--- src/hw/rtl/assert_macros.svh ---
// assertion macros for the rtl modules, included by iie_ctrl
`ifndef ASSERT_MACROS_SVH
`define ASSERT_MACROS_SVH

// property checked on every rising edge of clk_i, off while rst_ni is low
`define IIE_ASSERT(lbl, prop, msg) \
  lbl: assert property (@(posedge clk_i) disable iff (!rst_ni) (prop)) else $error(msg);

// condition that must never be seen on a rising edge of clk_i
`define IIE_ASSERT_NEVER(lbl, cond, msg) \
  `IIE_ASSERT(lbl, !(cond), msg)

`endif

--- src/hw/rtl/iie_pkg.sv ---
// types, constants and helpers of the expression evaluator
package iie_pkg;

  // width of the internal arithmetic
  localparam int unsigned ValueWidth  = 32;
  // width of the result field on the output channel
  localparam int unsigned ResultWidth = 32;
  // width of the divide step counter
  localparam int unsigned CntWidth    = $clog2(ValueWidth);

  localparam logic [7:0] ChNewline = 8'd10;
  localparam logic [7:0] ChSpace   = 8'd32;
  localparam logic [7:0] ChStar    = 8'd42;
  localparam logic [7:0] ChPlus    = 8'd43;
  localparam logic [7:0] ChMinus   = 8'd45;
  localparam logic [7:0] ChSlash   = 8'd47;
  localparam logic [7:0] ChZero    = 8'd48;
  localparam logic [7:0] ChNine    = 8'd57;

  typedef enum logic [1:0] {
    OpNone = 2'd0,
    OpMul  = 2'd1,
    OpDiv  = 2'd2
  } term_op_e;

  typedef enum logic [2:0] {
    CcSkip  = 3'd0,
    CcDigit = 3'd1,
    CcMul   = 3'd2,
    CcDiv   = 3'd3,
    CcAdd   = 3'd4,
    CcSub   = 3'd5,
    CcEnd   = 3'd6
  } char_class_e;

  // commands from the controller to the datapath
  typedef struct packed {
    logic       digit_en;
    logic [3:0] digit;
    logic       close_load;
    logic       close_mul;
    logic       div_start;
    logic       div_step;
    logic       div_finish;
    logic       set_op;
    term_op_e   op;
    logic       close_term;
    logic       set_sign;
    logic       sign;
    logic       emit;
  } cmd_t;

  // status from the datapath to the controller
  typedef struct packed {
    term_op_e term_op;
  } status_t;

  function automatic char_class_e classify(input logic [7:0] ch);
    char_class_e cls;
    cls = CcSkip;
    if (ch >= ChZero && ch <= ChNine) begin
      cls = CcDigit;
    end else begin
      case (ch)
        ChStar:    cls = CcMul;
        ChSlash:   cls = CcDiv;
        ChPlus:    cls = CcAdd;
        ChMinus:   cls = CcSub;
        ChNewline: cls = CcEnd;
        ChSpace:   cls = CcSkip;
        default:   cls = CcSkip;
      endcase
    end
    return cls;
  endfunction

endpackage

--- src/hw/rtl/iie_if.sv ---
// valid/ready channel interfaces of the expression evaluator

interface iie_char_if;
  logic       valid;
  logic       ready;
  logic [7:0] char_code;

  modport source (output valid, output char_code, input ready);
  modport sink   (input valid, input char_code, output ready);
endinterface

interface iie_result_if;
  logic                                  valid;
  logic                                  ready;
  logic signed [iie_pkg::ResultWidth-1:0] result_value;
  logic                                  divide_by_zero;

  modport source (output valid, output result_value, output divide_by_zero, input ready);
  modport sink   (input valid, input result_value, input divide_by_zero, output ready);
endinterface

--- src/hw/rtl/iie_datapath.sv ---
// evaluator datapath: accumulators, multiplier, restoring divider, output register
module iie_datapath (
  input  logic                                  clk_i,
  input  logic                                  rst_ni,
  input  iie_pkg::cmd_t                         cmd_i,
  output iie_pkg::status_t                      status_o,
  output logic signed [iie_pkg::ResultWidth-1:0] result_value_o,
  output logic                                  divide_by_zero_o
);

  localparam int unsigned W = iie_pkg::ValueWidth;

  logic [W-1:0]       sum_q, sum_d;
  logic [W-1:0]       term_q, term_d;
  logic [W-1:0]       num_q, num_d;
  logic               sign_q, sign_d;
  iie_pkg::term_op_e  op_q, op_d;
  logic               err_q, err_d;

  // divider state
  logic [W-1:0]       rem_q, rem_d;
  logic [W-1:0]       quo_q, quo_d;
  logic [W-1:0]       dvs_q, dvs_d;
  logic               neg_q, neg_d;
  logic               zero_q, zero_d;

  logic signed [iie_pkg::ResultWidth-1:0] res_q, res_d;
  logic                                   dz_q, dz_d;

  logic [W-1:0]   num_x10;
  logic [2*W-1:0] prod_full;
  logic [W-1:0]   mag_a, mag_b;
  logic [W:0]     rem_sh;
  logic           rem_ge;
  logic [W:0]     rem_diff;
  logic [W-1:0]   quo_signed;

  assign num_x10   = {num_q[W-4:0], 3'b000} + {num_q[W-2:0], 1'b0};
  assign prod_full = term_q * num_q;
  assign mag_a     = term_q[W-1] ? (W'(0) - term_q) : term_q;
  assign mag_b     = num_q[W-1]  ? (W'(0) - num_q)  : num_q;
  assign rem_sh    = {rem_q, quo_q[W-1]};
  assign rem_ge    = rem_sh >= {1'b0, dvs_q};
  assign rem_diff  = rem_sh - {1'b0, dvs_q};
  assign quo_signed = neg_q ? (W'(0) - quo_q) : quo_q;

  always_comb begin
    sum_d  = sum_q;
    term_d = term_q;
    num_d  = num_q;
    sign_d = sign_q;
    op_d   = op_q;
    err_d  = err_q;
    rem_d  = rem_q;
    quo_d  = quo_q;
    dvs_d  = dvs_q;
    neg_d  = neg_q;
    zero_d = zero_q;
    res_d  = res_q;
    dz_d   = dz_q;

    if (cmd_i.digit_en) begin
      num_d = num_x10 + W'(cmd_i.digit);
    end
    if (cmd_i.close_load) begin
      term_d = num_q;
      num_d  = '0;
      op_d   = iie_pkg::OpNone;
    end
    if (cmd_i.close_mul) begin
      term_d = prod_full[W-1:0];
      num_d  = '0;
      op_d   = iie_pkg::OpNone;
    end
    if (cmd_i.div_start) begin
      rem_d  = '0;
      quo_d  = mag_a;
      dvs_d  = mag_b;
      neg_d  = term_q[W-1] ^ num_q[W-1];
      zero_d = (num_q == '0);
    end
    if (cmd_i.div_step) begin
      rem_d = rem_ge ? rem_diff[W-1:0] : rem_sh[W-1:0];
      quo_d = {quo_q[W-2:0], rem_ge};
    end
    if (cmd_i.div_finish) begin
      // zero divisor gives a zero quotient and raises the flag
      term_d = zero_q ? '0 : quo_signed;
      err_d  = err_q | zero_q;
      num_d  = '0;
      op_d   = iie_pkg::OpNone;
    end
    if (cmd_i.set_op) begin
      op_d = cmd_i.op;
    end
    if (cmd_i.close_term) begin
      sum_d  = sign_q ? (sum_q - term_q) : (sum_q + term_q);
      term_d = '0;
    end
    if (cmd_i.set_sign) begin
      sign_d = cmd_i.sign;
    end
    if (cmd_i.emit) begin
      res_d  = iie_pkg::ResultWidth'(signed'(sum_q));
      dz_d   = err_q;
      sum_d  = '0;
      term_d = '0;
      num_d  = '0;
      sign_d = 1'b0;
      op_d   = iie_pkg::OpNone;
      err_d  = 1'b0;
    end
  end

  always_ff @(posedge clk_i or negedge rst_ni) begin
    if (!rst_ni) begin
      sum_q  <= '0;
      term_q <= '0;
      num_q  <= '0;
      sign_q <= 1'b0;
      op_q   <= iie_pkg::OpNone;
      err_q  <= 1'b0;
    end else begin
      sum_q  <= sum_d;
      term_q <= term_d;
      num_q  <= num_d;
      sign_q <= sign_d;
      op_q   <= op_d;
      err_q  <= err_d;
    end
  end

  always_ff @(posedge clk_i) begin
    rem_q  <= rem_d;
    quo_q  <= quo_d;
    dvs_q  <= dvs_d;
    neg_q  <= neg_d;
    zero_q <= zero_d;
    res_q  <= res_d;
    dz_q   <= dz_d;
  end

  assign status_o.term_op = op_q;
  assign result_value_o   = res_q;
  assign divide_by_zero_o = dz_q;

endmodule

--- src/hw/rtl/iie_ctrl.sv ---
// evaluator controller: character sequencing, divide counter, output valid
`include "assert_macros.svh"

module iie_ctrl (
  input  logic             clk_i,
  input  logic             rst_ni,
  input  logic             in_valid_i,
  input  logic [7:0]       in_char_i,
  output logic             in_ready_o,
  output logic             out_valid_o,
  input  logic             out_ready_i,
  output iie_pkg::cmd_t    cmd_o,
  input  iie_pkg::status_t status_i
);

  localparam logic [2:0] SIdle   = 3'd0;
  localparam logic [2:0] SClose  = 3'd1;
  localparam logic [2:0] SDivRun = 3'd2;
  localparam logic [2:0] SDivEnd = 3'd3;
  localparam logic [2:0] SPost   = 3'd4;
  localparam logic [2:0] SEmit   = 3'd5;

  logic [2:0]                    state_q, state_d;
  iie_pkg::char_class_e          cls_q, cls_d;
  logic [iie_pkg::CntWidth-1:0]  cnt_q, cnt_d;
  logic                          out_valid_q, out_valid_d;

  iie_pkg::char_class_e cls_in;
  logic                 accept;
  logic                 slot_free;

  assign cls_in     = iie_pkg::classify(in_char_i);
  assign in_ready_o = (state_q == SIdle);
  assign accept     = in_valid_i && in_ready_o;
  assign slot_free  = !out_valid_q || out_ready_i;

  always_comb begin
    state_d     = state_q;
    cls_d       = cls_q;
    cnt_d       = cnt_q;
    out_valid_d = out_valid_q && !out_ready_i;
    cmd_o       = '0;
    cmd_o.digit = in_char_i[3:0];

    unique case (state_q)
      SIdle: begin
        if (accept) begin
          if (cls_in == iie_pkg::CcDigit) begin
            cmd_o.digit_en = 1'b1;
          end else if (cls_in != iie_pkg::CcSkip) begin
            cls_d   = cls_in;
            state_d = SClose;
          end
        end
      end
      SClose: begin
        case (status_i.term_op)
          iie_pkg::OpMul: begin
            cmd_o.close_mul = 1'b1;
            state_d         = SPost;
          end
          iie_pkg::OpDiv: begin
            cmd_o.div_start = 1'b1;
            cnt_d           = iie_pkg::CntWidth'(iie_pkg::ValueWidth - 1);
            state_d         = SDivRun;
          end
          default: begin
            cmd_o.close_load = 1'b1;
            state_d          = SPost;
          end
        endcase
      end
      SDivRun: begin
        cmd_o.div_step = 1'b1;
        if (cnt_q == '0) begin
          state_d = SDivEnd;
        end else begin
          cnt_d = cnt_q - 1'b1;
        end
      end
      SDivEnd: begin
        cmd_o.div_finish = 1'b1;
        state_d          = SPost;
      end
      SPost: begin
        state_d = SIdle;
        case (cls_q)
          iie_pkg::CcMul: begin
            cmd_o.set_op = 1'b1;
            cmd_o.op     = iie_pkg::OpMul;
          end
          iie_pkg::CcDiv: begin
            cmd_o.set_op = 1'b1;
            cmd_o.op     = iie_pkg::OpDiv;
          end
          iie_pkg::CcAdd: begin
            cmd_o.close_term = 1'b1;
            cmd_o.set_sign   = 1'b1;
            cmd_o.sign       = 1'b0;
          end
          iie_pkg::CcSub: begin
            cmd_o.close_term = 1'b1;
            cmd_o.set_sign   = 1'b1;
            cmd_o.sign       = 1'b1;
          end
          iie_pkg::CcEnd: begin
            cmd_o.close_term = 1'b1;
            state_d          = SEmit;
          end
          default: begin
            state_d = SIdle;
          end
        endcase
      end
      SEmit: begin
        if (slot_free) begin
          cmd_o.emit  = 1'b1;
          out_valid_d = 1'b1;
          state_d     = SIdle;
        end
      end
      default: begin
        state_d = SIdle;
      end
    endcase
  end

  always_ff @(posedge clk_i or negedge rst_ni) begin
    if (!rst_ni) begin
      state_q     <= SIdle;
      cls_q       <= iie_pkg::CcSkip;
      cnt_q       <= '0;
      out_valid_q <= 1'b0;
    end else begin
      state_q     <= state_d;
      cls_q       <= cls_d;
      cnt_q       <= cnt_d;
      out_valid_q <= out_valid_d;
    end
  end

  assign out_valid_o = out_valid_q;

  // a new result never overwrites one that is still waiting
  `IIE_ASSERT_NEVER(a_no_overwrite, cmd_o.emit && out_valid_q && !out_ready_i,
                    "result register overwritten while still pending")
  // the divider runs until its counter ends and then finishes
  `IIE_ASSERT(a_div_seq, state_q == SDivRun |=> state_q == SDivRun || state_q == SDivEnd,
              "divider left its run early")
  // an accepted newline always leads to a close of the pending number
  `IIE_ASSERT(a_nl_closes, accept && in_char_i == iie_pkg::ChNewline |=> state_q == SClose,
              "newline transaction did not start closing")
  // only one way of closing a number at a time
  `IIE_ASSERT(a_one_close,
              $onehot0({cmd_o.close_load, cmd_o.close_mul, cmd_o.div_start, cmd_o.div_finish}),
              "conflicting close commands")

endmodule

--- src/hw/rtl/infix_integer_expression_evaluator.sv ---
// top level of the infix integer expression evaluator
//
//  channel   dir  fields                          per transaction
//  char_i    in   char_code[7:0]                  one ascii character
//  result_o  out  result_value[31:0], div-by-zero one result per newline
//
// digits, spaces and unknown characters are taken in the idle state, which stays ready
// + - * / and newline with no pending divide pass through the close and post states, newline also through emit
// a pending divide adds the divide run and finish states: a restoring divider makes one quotient bit a cycle
// a waiting result holds the next newline in the emit state, with input stalled; characters before it are taken
// rst_ni clears the accumulators and control state asynchronously, no result is left pending
module infix_integer_expression_evaluator (
  input logic          clk_i,
  input logic          rst_ni,
  iie_char_if.sink     char_i,
  iie_result_if.source result_o
);

  // command and status between controller and datapath
  iie_pkg::cmd_t    cmd;
  iie_pkg::status_t status;

  // sequencing of each character transaction
  iie_ctrl u_ctrl (
    .clk_i       (clk_i),
    .rst_ni      (rst_ni),
    .in_valid_i  (char_i.valid),
    .in_char_i   (char_i.char_code),
    .in_ready_o  (char_i.ready),
    .out_valid_o (result_o.valid),
    .out_ready_i (result_o.ready),
    .cmd_o       (cmd),
    .status_i    (status)
  );

  // arithmetic and the result register
  iie_datapath u_datapath (
    .clk_i            (clk_i),
    .rst_ni           (rst_ni),
    .cmd_i            (cmd),
    .status_o         (status),
    .result_value_o   (result_o.result_value),
    .divide_by_zero_o (result_o.divide_by_zero)
  );

endmodule
--- src/flat_wrapper.sv ---
// flat-port wrapper written by rule: the top's interface ports become plain ports
module infix_integer_expression_evaluator_flat 
  (clk_i, rst_ni, char_i_valid, char_i_char_code, char_i_ready, result_o_valid, result_o_result_value, result_o_divide_by_zero, result_o_ready);
  iie_char_if char_i_i ();
  iie_result_if result_o_i ();
  input logic clk_i;
  input logic rst_ni;
  input wire logic [$bits(char_i_i.valid)-1:0] char_i_valid;
  input wire logic [$bits(char_i_i.char_code)-1:0] char_i_char_code;
  output wire logic [$bits(char_i_i.ready)-1:0] char_i_ready;
  output wire logic [$bits(result_o_i.valid)-1:0] result_o_valid;
  output wire logic [$bits(result_o_i.result_value)-1:0] result_o_result_value;
  output wire logic [$bits(result_o_i.divide_by_zero)-1:0] result_o_divide_by_zero;
  input wire logic [$bits(result_o_i.ready)-1:0] result_o_ready;
  assign char_i_i.valid = char_i_valid;
  assign char_i_i.char_code = char_i_char_code;
  assign char_i_ready = char_i_i.ready;
  assign result_o_valid = result_o_i.valid;
  assign result_o_result_value = result_o_i.result_value;
  assign result_o_divide_by_zero = result_o_i.divide_by_zero;
  assign result_o_i.ready = result_o_ready;
  infix_integer_expression_evaluator u_core (.clk_i(clk_i), .rst_ni(rst_ni), .char_i(char_i_i), .result_o(result_o_i));
endmodule
--- config.mk ---
export PLATFORM = sky130hd
export DESIGN_NAME = infix_integer_expression_evaluator_flat
export DESIGN_NICKNAME = d
export VERILOG_FILES = /design/src/hw/rtl/iie_pkg.sv /design/src/hw/rtl/iie_if.sv /design/src/hw/rtl/iie_datapath.sv /design/src/hw/rtl/iie_ctrl.sv /design/src/hw/rtl/infix_integer_expression_evaluator.sv /design/src/flat_wrapper.sv
export VERILOG_INCLUDE_DIRS = /design/src /design/src/hw/rtl
export SDC_FILE = /design/constraint.sdc
export NUM_CORES = 2
export LEC_CHECK = 0
export BUFFER_PORTS_ARGS = -buffer_cell sky130_fd_sc_hd__clkbuf_2
export CORE_ASPECT_RATIO = 1.75
export CORE_MARGIN = 2
export CORE_UTILIZATION = 45
export DETAILED_ROUTE_END_ITERATION = 7
export PLACE_DENSITY_LB_ADDON = 0.2
export SETUP_SLACK_MARGIN = 0.02
export SLEW_MARGIN = 40
export SYNTH_ARGS = -nofsm -noshare
export SYNTH_HDL_FRONTEND = slang
export SYNTH_HIERARCHICAL = 1
export SYNTH_SLANG_ARGS = --single-unit
--- constraint.sdc ---
create_clock -name clk_i -period 7.07 [get_ports clk_i]
set_input_delay 1.0605 -clock clk_i [delete_from_list [all_inputs] [get_ports clk_i]]
set_output_delay 1.0605 -clock clk_i [all_outputs]
set_load 0.02 [all_outputs]
# Word-level counts from Yosys, hierarchy flattened
# Index checks and enable logic that the tools add are counted.
word_totals:
  reg_bits: 243
  word_cells: 143
  mem_bits_ro: 0
  ramBits: 0
  latch_bits: 0
  out_inout_bits: 35
  mem_count: 0
op_classes:
  multipliers: 1
  n_mux: 61
  n_addsub: 9
  div: 0
  bitwise: 3
  eq_ne: 25
  order_cmp: 3
  n_reduce_logical: 23
  n_shift: 0
op_table:
  columns: ["operator", "n"]
  rows:
  - ["$mux 32", 21]
  - ["$sub 1x32->32 const A", 3]
  - ["$add 32x32->32", 2]
  - ["$sub 32x32->32", 2]
  - ["$ge 33x32->1", 1]
  - ["$add 32x4->32", 1]
  - ["$eq 8x6->1 const B", 4]
  - ["$logic_not 32->1", 1]
  - ["$mul 32x32->32", 1]
  - ["$mux 31", 1]
  - ["$mux 3", 9]
  - ["$pmux 3 s6", 1]
  - ["$mux 1", 17]
  - ["$eq 3x3->1 const B", 5]
  - ["$pmux 3 s5", 1]
  - ["$reduce_bool 5->1", 3]
  - ["$eq 3x2->1 const B", 4]
  - ["$mux 2", 5]
  - ["$mux 5", 2]
  - ["$pmux 5 s2", 1]
  - ["$reduce_bool 2->1", 5]
  - ["$eq 8x4->1 const B", 1]
  - ["$ge 8x6->1 const B", 1]
  - ["$le 8x6->1 const B", 1]
  - ["other kinds (23)", 32]

# Longest topological paths before layout
logic_depth:
  depth_word: 12
  mapped_depth: 28
  mapped_depth_nobuf: 26

# Modules after synthesis
# The synthesis kept the hierarchy.
modules_own_cells:
  columns: ["mod", "n_inst", "cells_per_inst", "area_per_inst_um2", "seq_area_each_um2"]
  rows:
  - ["iie_datapath", 1, 3502, 32278.5, 6436.2]
  - ["iie_ctrl", 1, 96, 897.1, 300.3]

# Worst setup path after synthesis
# Ideal clock, no wire load.
synth_timing:
  kind: "reg2reg"
  start: "reg u_core.u_datapath.num_q[6]"
  end: "reg u_core.u_datapath.term_q[31]"
  arrival_time_ns: 7.298
  setup_slack_ns: -0.349
  setup_ns: 0.121
  n_path_buf: 2
  path_stages_with_launch: 27
  path_cell_list: "dfrtp_1 -> clkbuf_1 -> clkbuf_1 -> and2_1 -> fa_1 -> fa_1 -> fa_1 -> inv_1 -> fa_1 -> inv_1 -> fa_1 -> inv_1 -> fa_1 -> inv_1 -> fa_1 -> fa_1 -> ha_1 -> a211oi_1 -> nand2_1 -> nor4b_1 -> a211oi_1 -> o41ai_1 -> o21ai_0 -> o41ai_1 -> xnor2_1 -> o21ai_0 -> a22o_1"
synth_via:
  elab_chain_cells: 5
synth_rtl:
  columns: ["element", "line_no", "text"]
  rows:
  - ["from (decl)", "iie_datapath.sv:15", "logic [W-1:0] num_q, num_d;"]
  - ["from (signal assigned)", "iie_datapath.sv:126", "num_q <= num_d;"]
  - ["$mul 32x32->32", "iie_datapath.sv:39", "assign prod_full = term_q * num_q;"]
  - ["$mux 32", "iie_datapath.sv:70", "if (cmd_i.close_mul) begin"]
  - ["$mux 32", "iie_datapath.sv:86", "if (cmd_i.div_finish) begin"]
  - ["$mux 32", "iie_datapath.sv:96", "if (cmd_i.close_term) begin"]
  - ["$mux 32", "iie_datapath.sv:103", "if (cmd_i.emit) begin"]
  - ["to (signal assigned)", "iie_datapath.sv:125", "term_q <= term_d;"]
  - ["to (decl)", "iie_datapath.sv:14", "logic [W-1:0] term_q, term_d;"]
# No other way between the ends.
# A chain may end at the register's enable or synchronous reset.

# Worst setup path after layout
layout_timing:
  start: "reg u_core.u_datapath.num_q[4]"
  end: "reg u_core.u_datapath.term_q[31]"
# Same word-level chain as after synthesis.

==> impl_summary.log <==
INFO  metric status = complete, but fails checks
INFO  metric violations = negative setup slack
INFO  metric maxCapViolCount = 0
INFO  metric drtIter0Drc = 1723
INFO  metric place.port_buffers = 46
INFO  metric fin_worst_skew = just under 0.04 ns
INFO  metric setup-violations-final = 3
INFO  metric distinct_cells_synth = between 80 and 90
INFO  metric met2_usage = 49.4%
INFO  metric synth_top_area_share = between 20% and 30%
INFO  metric std_cell_rows = 131
INFO  metric routed_wirelength = 100 mm
INFO  metric synth_seq_cells = 243
INFO  metric hp-class = input pin to asynchronous set/reset pin
INFO  metric first_global_vias = approximately 27k
INFO  metric power.leakage = 17.4 nW
INFO  metric power_density_relative_to_cell_area = approximately 230 mW/mm2
INFO  metric synth.cell_area = ~0.033 mm2
INFO  metric timing.fmax = around 140 MHz
INFO  metric grt-busiest-layer = met2
INFO  metric synth_top_cell_by_area = sky130_fd_sc_hd__fa_1
INFO  metric clk_pin_slew = approximately 0.08 ns
INFO  metric antenna_left = 0
INFO  metric globalplace.congestion = between 0.9 and 1
INFO  metric routed_via_density = between 5 and 6
INFO  metric final-hold-violation-count = 0
INFO  metric groute.usage.overall = 26.7%
INFO  metric area.growth.synth_to_final = 11.8%
INFO  metric dieArea = around 0.076 mm2
INFO  metric timing.final.max_slew_violations = 0
INFO  metric relSlewSlack = 42.3%
INFO  metric worst-path-max-fanout = 6
INFO  metric syn-instance-count = around 3.6k
INFO  metric reg2reg_from = u_core/u_datapath/num_q[4]
INFO  metric start_util = between 40% and 50%
INFO  metric timing.critical_path.from_type = flip-flop
INFO  metric post_route_setup_slack = -0.0902 ns
INFO  metric worst_ir_drop_vdd = around 0.24 mV
INFO  metric required_time_of_the_critical_path = 7.55 ns
INFO  metric cts.htree.levels = 1
INFO  metric synth_top_cells_by_area = sky130_fd_sc_hd__fa_1 (25%), sky130_fd_sc_hd__edfxtp_1 (12%), sky130_fd_sc_hd__ha_1 (9.5%)
INFO  metric ctsHoldBuffers = 0
INFO  metric use_met3 = 2.27%
INFO  metric filler_cell_count = just under 7k
INFO  metric floorplan.die.width = approximately 210 um
INFO  metric totalPowerFinal = between 0.008 and 0.009 W
INFO  metric criticalPathCategory = flip-flop to flip-flop
INFO  metric initial_antenna_violation_count = 1
INFO  metric finalCriticalPeriod = 7.16 ns
INFO  metric grt_first_pass_wirelength = 156 mm
INFO  metric worst-endpoint-arrival = approximately 7.6 ns
INFO  metric dp_hpwl = 80.2 mm
INFO  metric cts_buffer_depth = 3
INFO  metric rsz_0062_raised_after_global_routing = yes
INFO  metric fin_util = around 50%
INFO  metric critPathMaxStageDelay = between 0.5 and 0.6 ns
INFO  metric groute.layer.met1.usage = a little under a third
INFO  metric worstMarginPinSlew = about 0.86 ns
INFO  metric asyncSetResetFlopFracSynth = a little under half
INFO  metric worst-r2r-cell-count = 24
INFO  metric synthesis.yosys.warnings = 6
INFO  metric synth-edff-count = 131
INFO  metric synth_ff_type = sky130_fd_sc_hd__edfxtp_1
INFO  metric core_area = 0.0729 mm2
INFO  metric synth_most_common_cell = sky130_fd_sc_hd__inv_1
INFO  metric dpl-instance-area = 0.0356 mm2
INFO  metric wl_per_cell = between 20 and 25 um
INFO  metric critPathCaptureType = flip-flop
INFO  metric worstSkewPairLatency = around 0.60 ns
INFO  metric synth.yosys.seq_area_share = about a fifth
INFO  metric ys_top_cells_by_count = sky130_fd_sc_hd__inv_1 (452), sky130_fd_sc_hd__fa_1 (412), sky130_fd_sc_hd__nand2_1 (370)
INFO  metric routed-via-count = roughly 26k
INFO  metric cpMaxStageDelayCell = sky130_fd_sc_hd__fa_1
INFO  metric setup-tns-final = -0.242 ns
INFO  metric grt_start_max_net_pins = 69
INFO  metric worst_hold_slack = approximately 0.47 ns
INFO  metric drcViolationCount = 0
INFO  metric layout_worst_path_cycle_share = 101%
INFO  metric finish.instance_area = about 0.037 mm2
INFO  metric cts_root_buffer_type = sky130_fd_sc_hd__clkbuf_16
INFO  metric r2r-end = u_core/u_datapath/term_q[31]
INFO  metric cp_common_cell = sky130_fd_sc_hd__fa_1
INFO  metric die_height = around 360 um
INFO  metric worst-r2r-setup-slack = -0.09 ns
INFO  metric grt_overflow_total = 0
INFO  metric finalNetCount = roughly 4.4k
INFO  metric worstPathCellList = buf_6, and2_4, fa_1, inv_1, fa_1, fa_1, fa_1, inv_1, fa_1, fa_1, fa_1, fa_1, ha_4, a211oi_2, nand2_2, nor4b_4, a211oi_4, o41ai_2, buf_4, o21ai_2, o41ai_2, xnor2_1, o21ai_1, a22o_1
INFO  metric synth_area_per_cell = about 9.2 um2
INFO  metric synth_fp_nets = roughly 4.3k
INFO  metric numClockSinks = between 200 and 250
INFO  metric cts-buffers-inserted = 27
INFO  metric drt_first_pass_iters = 5
INFO  metric tritoncts_clock_tree = yes
INFO  metric drive_gt1_share = 12.4%
INFO  metric boundaryPins = 47
worst max-delay path: cells and delay by family, from the launching register on:
kind / cells / cell delay [ns]
AOI/OAI and AO/OA: 7 / 1.14
xor gates and xnor gates: 1 / 0.16
adders and majority gates: 9 / 4.33
buffers and inverters: 4 / 0.46
DFF: 1 / 0.42
and+or+nand+nor: 3 / 0.56
per-stage QoR:
step                      worst slack, ns  instances
final                             -0.0902       4654
after global routing               -0.286       4652
after CTS                         -0.0211       4639
after detailed placement           -0.322       4584
after global placement             -0.159       4583
after floorplan                   -0.0163       3598
report_power, final:
group | internal, W | switching [W] | leakage [nW]
sequential | 0.00170 | 0.000161 | 2.80
combinational | 0.00228 | 0.00297 | 14.2
clock | 0.000807 | 0.000678 | 0.414
final cells by class:
type,instances,area [um2],area share (%)
antenna,2,5.00,0.0135
tap,931,1160,3.14
sequential,243,6750,18.2
inverter,453,1700,4.58
multi-input combinational,2695,24400,65.6
timing repair buffer,281,2230,6.02
clock buffer,33,719,1.94
clock inverter,16,168,0.452
layout by cell type, fill, tap and decap left out, drive strengths merged, types with 120 or more instances in the layout:
cell type  netlist  layout
fa             412     412
and2           311     311
edfxtp         131     131
o21ai          135     135
a21oi          120     120
xnor2          190     190
ha             252     252
nor2           201     201
inv            452     456
buf             23     235
nand2          370     370
sequential cells by signal, indices dropped and copies added, names as in the netlist:
| signal | flops |
|---|---|
| u_core/u_datapath/rem_q | 32 |
| u_core/u_datapath/zero_q | 1 |
| u_core/u_datapath/result_value_o | 32 |
| u_core/u_ctrl/cnt_q | 5 |
| u_core/u_datapath/dvs_q | 32 |
| u_core/u_datapath/sign_q | 1 |
| u_core/u_datapath/term_q | 32 |
| u_core/u_datapath/quo_q | 32 |
| u_core/u_datapath/divide_by_zero_o | 1 |
| u_core/u_datapath/neg_q | 1 |
| u_core/u_datapath/status_o | 2 |
| u_core/u_ctrl/cls_q | 3 |
| u_core/u_datapath/num_q | 32 |
| u_core/u_ctrl/state_q | 3 |
| u_core/u_datapath/sum_q | 32 |
| u_core/u_datapath/err_q | 1 |
| u_core/u_ctrl/out_valid_o | 1 |
what timing repair did:
| item | CTS | global route |
|---|---|---|
| gates resized for setup | 38 | 86 |
| buffers inserted | 6 | 13 |
| cloned | 0 | 1 |
| pin swaps | 8 | 58 |
| endpoints found under the setup margin | 10 | 16 |
metal layers:
layer  wire length, um  up-vias
li1                  -    11900
met1             37800    13000
met2             51800      709
met3              4030      282
met4              6860        2
met5                10        -
cell families (layout without fill, tap and decap cells):
| kind of cell | Yosys count | count (layout) | share of synthesized area, % |
|---|---|---|---|
| mux | 87 | 87 | 2.66 |
| other cells | 0 | 2 | 0 |
| simple gates | 1150 | 1150 | 17.7 |
| xor+xnor | 269 | 269 | 7.10 |
| compound gates | 525 | 525 | 10.4 |
| buf+inv | 660 | 783 | 7.57 |
| flops | 243 | 243 | 20.3 |
| fa+ha+maj | 664 | 664 | 34.4 |
how the worst max path moves through the flow:
stage,to,from,cells after the start,slack (ns)
after global routing,u_core/u_datapath/term_q[31],u_core/u_datapath/num_q[4],24,-0.29
after detailed placement,u_core/u_datapath/term_q[31],u_core/u_datapath/num_q[7],24,-0.32
final,u_core/u_datapath/term_q[31],u_core/u_datapath/num_q[4],24,-0.09
after CTS,u_core/u_datapath/term_q[31],u_core/u_datapath/num_q[4],25,-0.02
after floorplan,u_core/u_datapath/term_q[31],u_core/u_datapath/num_q[6],26,-0.02
after global placement,u_core/u_datapath/term_q[31],u_core/u_datapath/term_q[6],26,-0.16
Power figures use the tool's default switching activity.
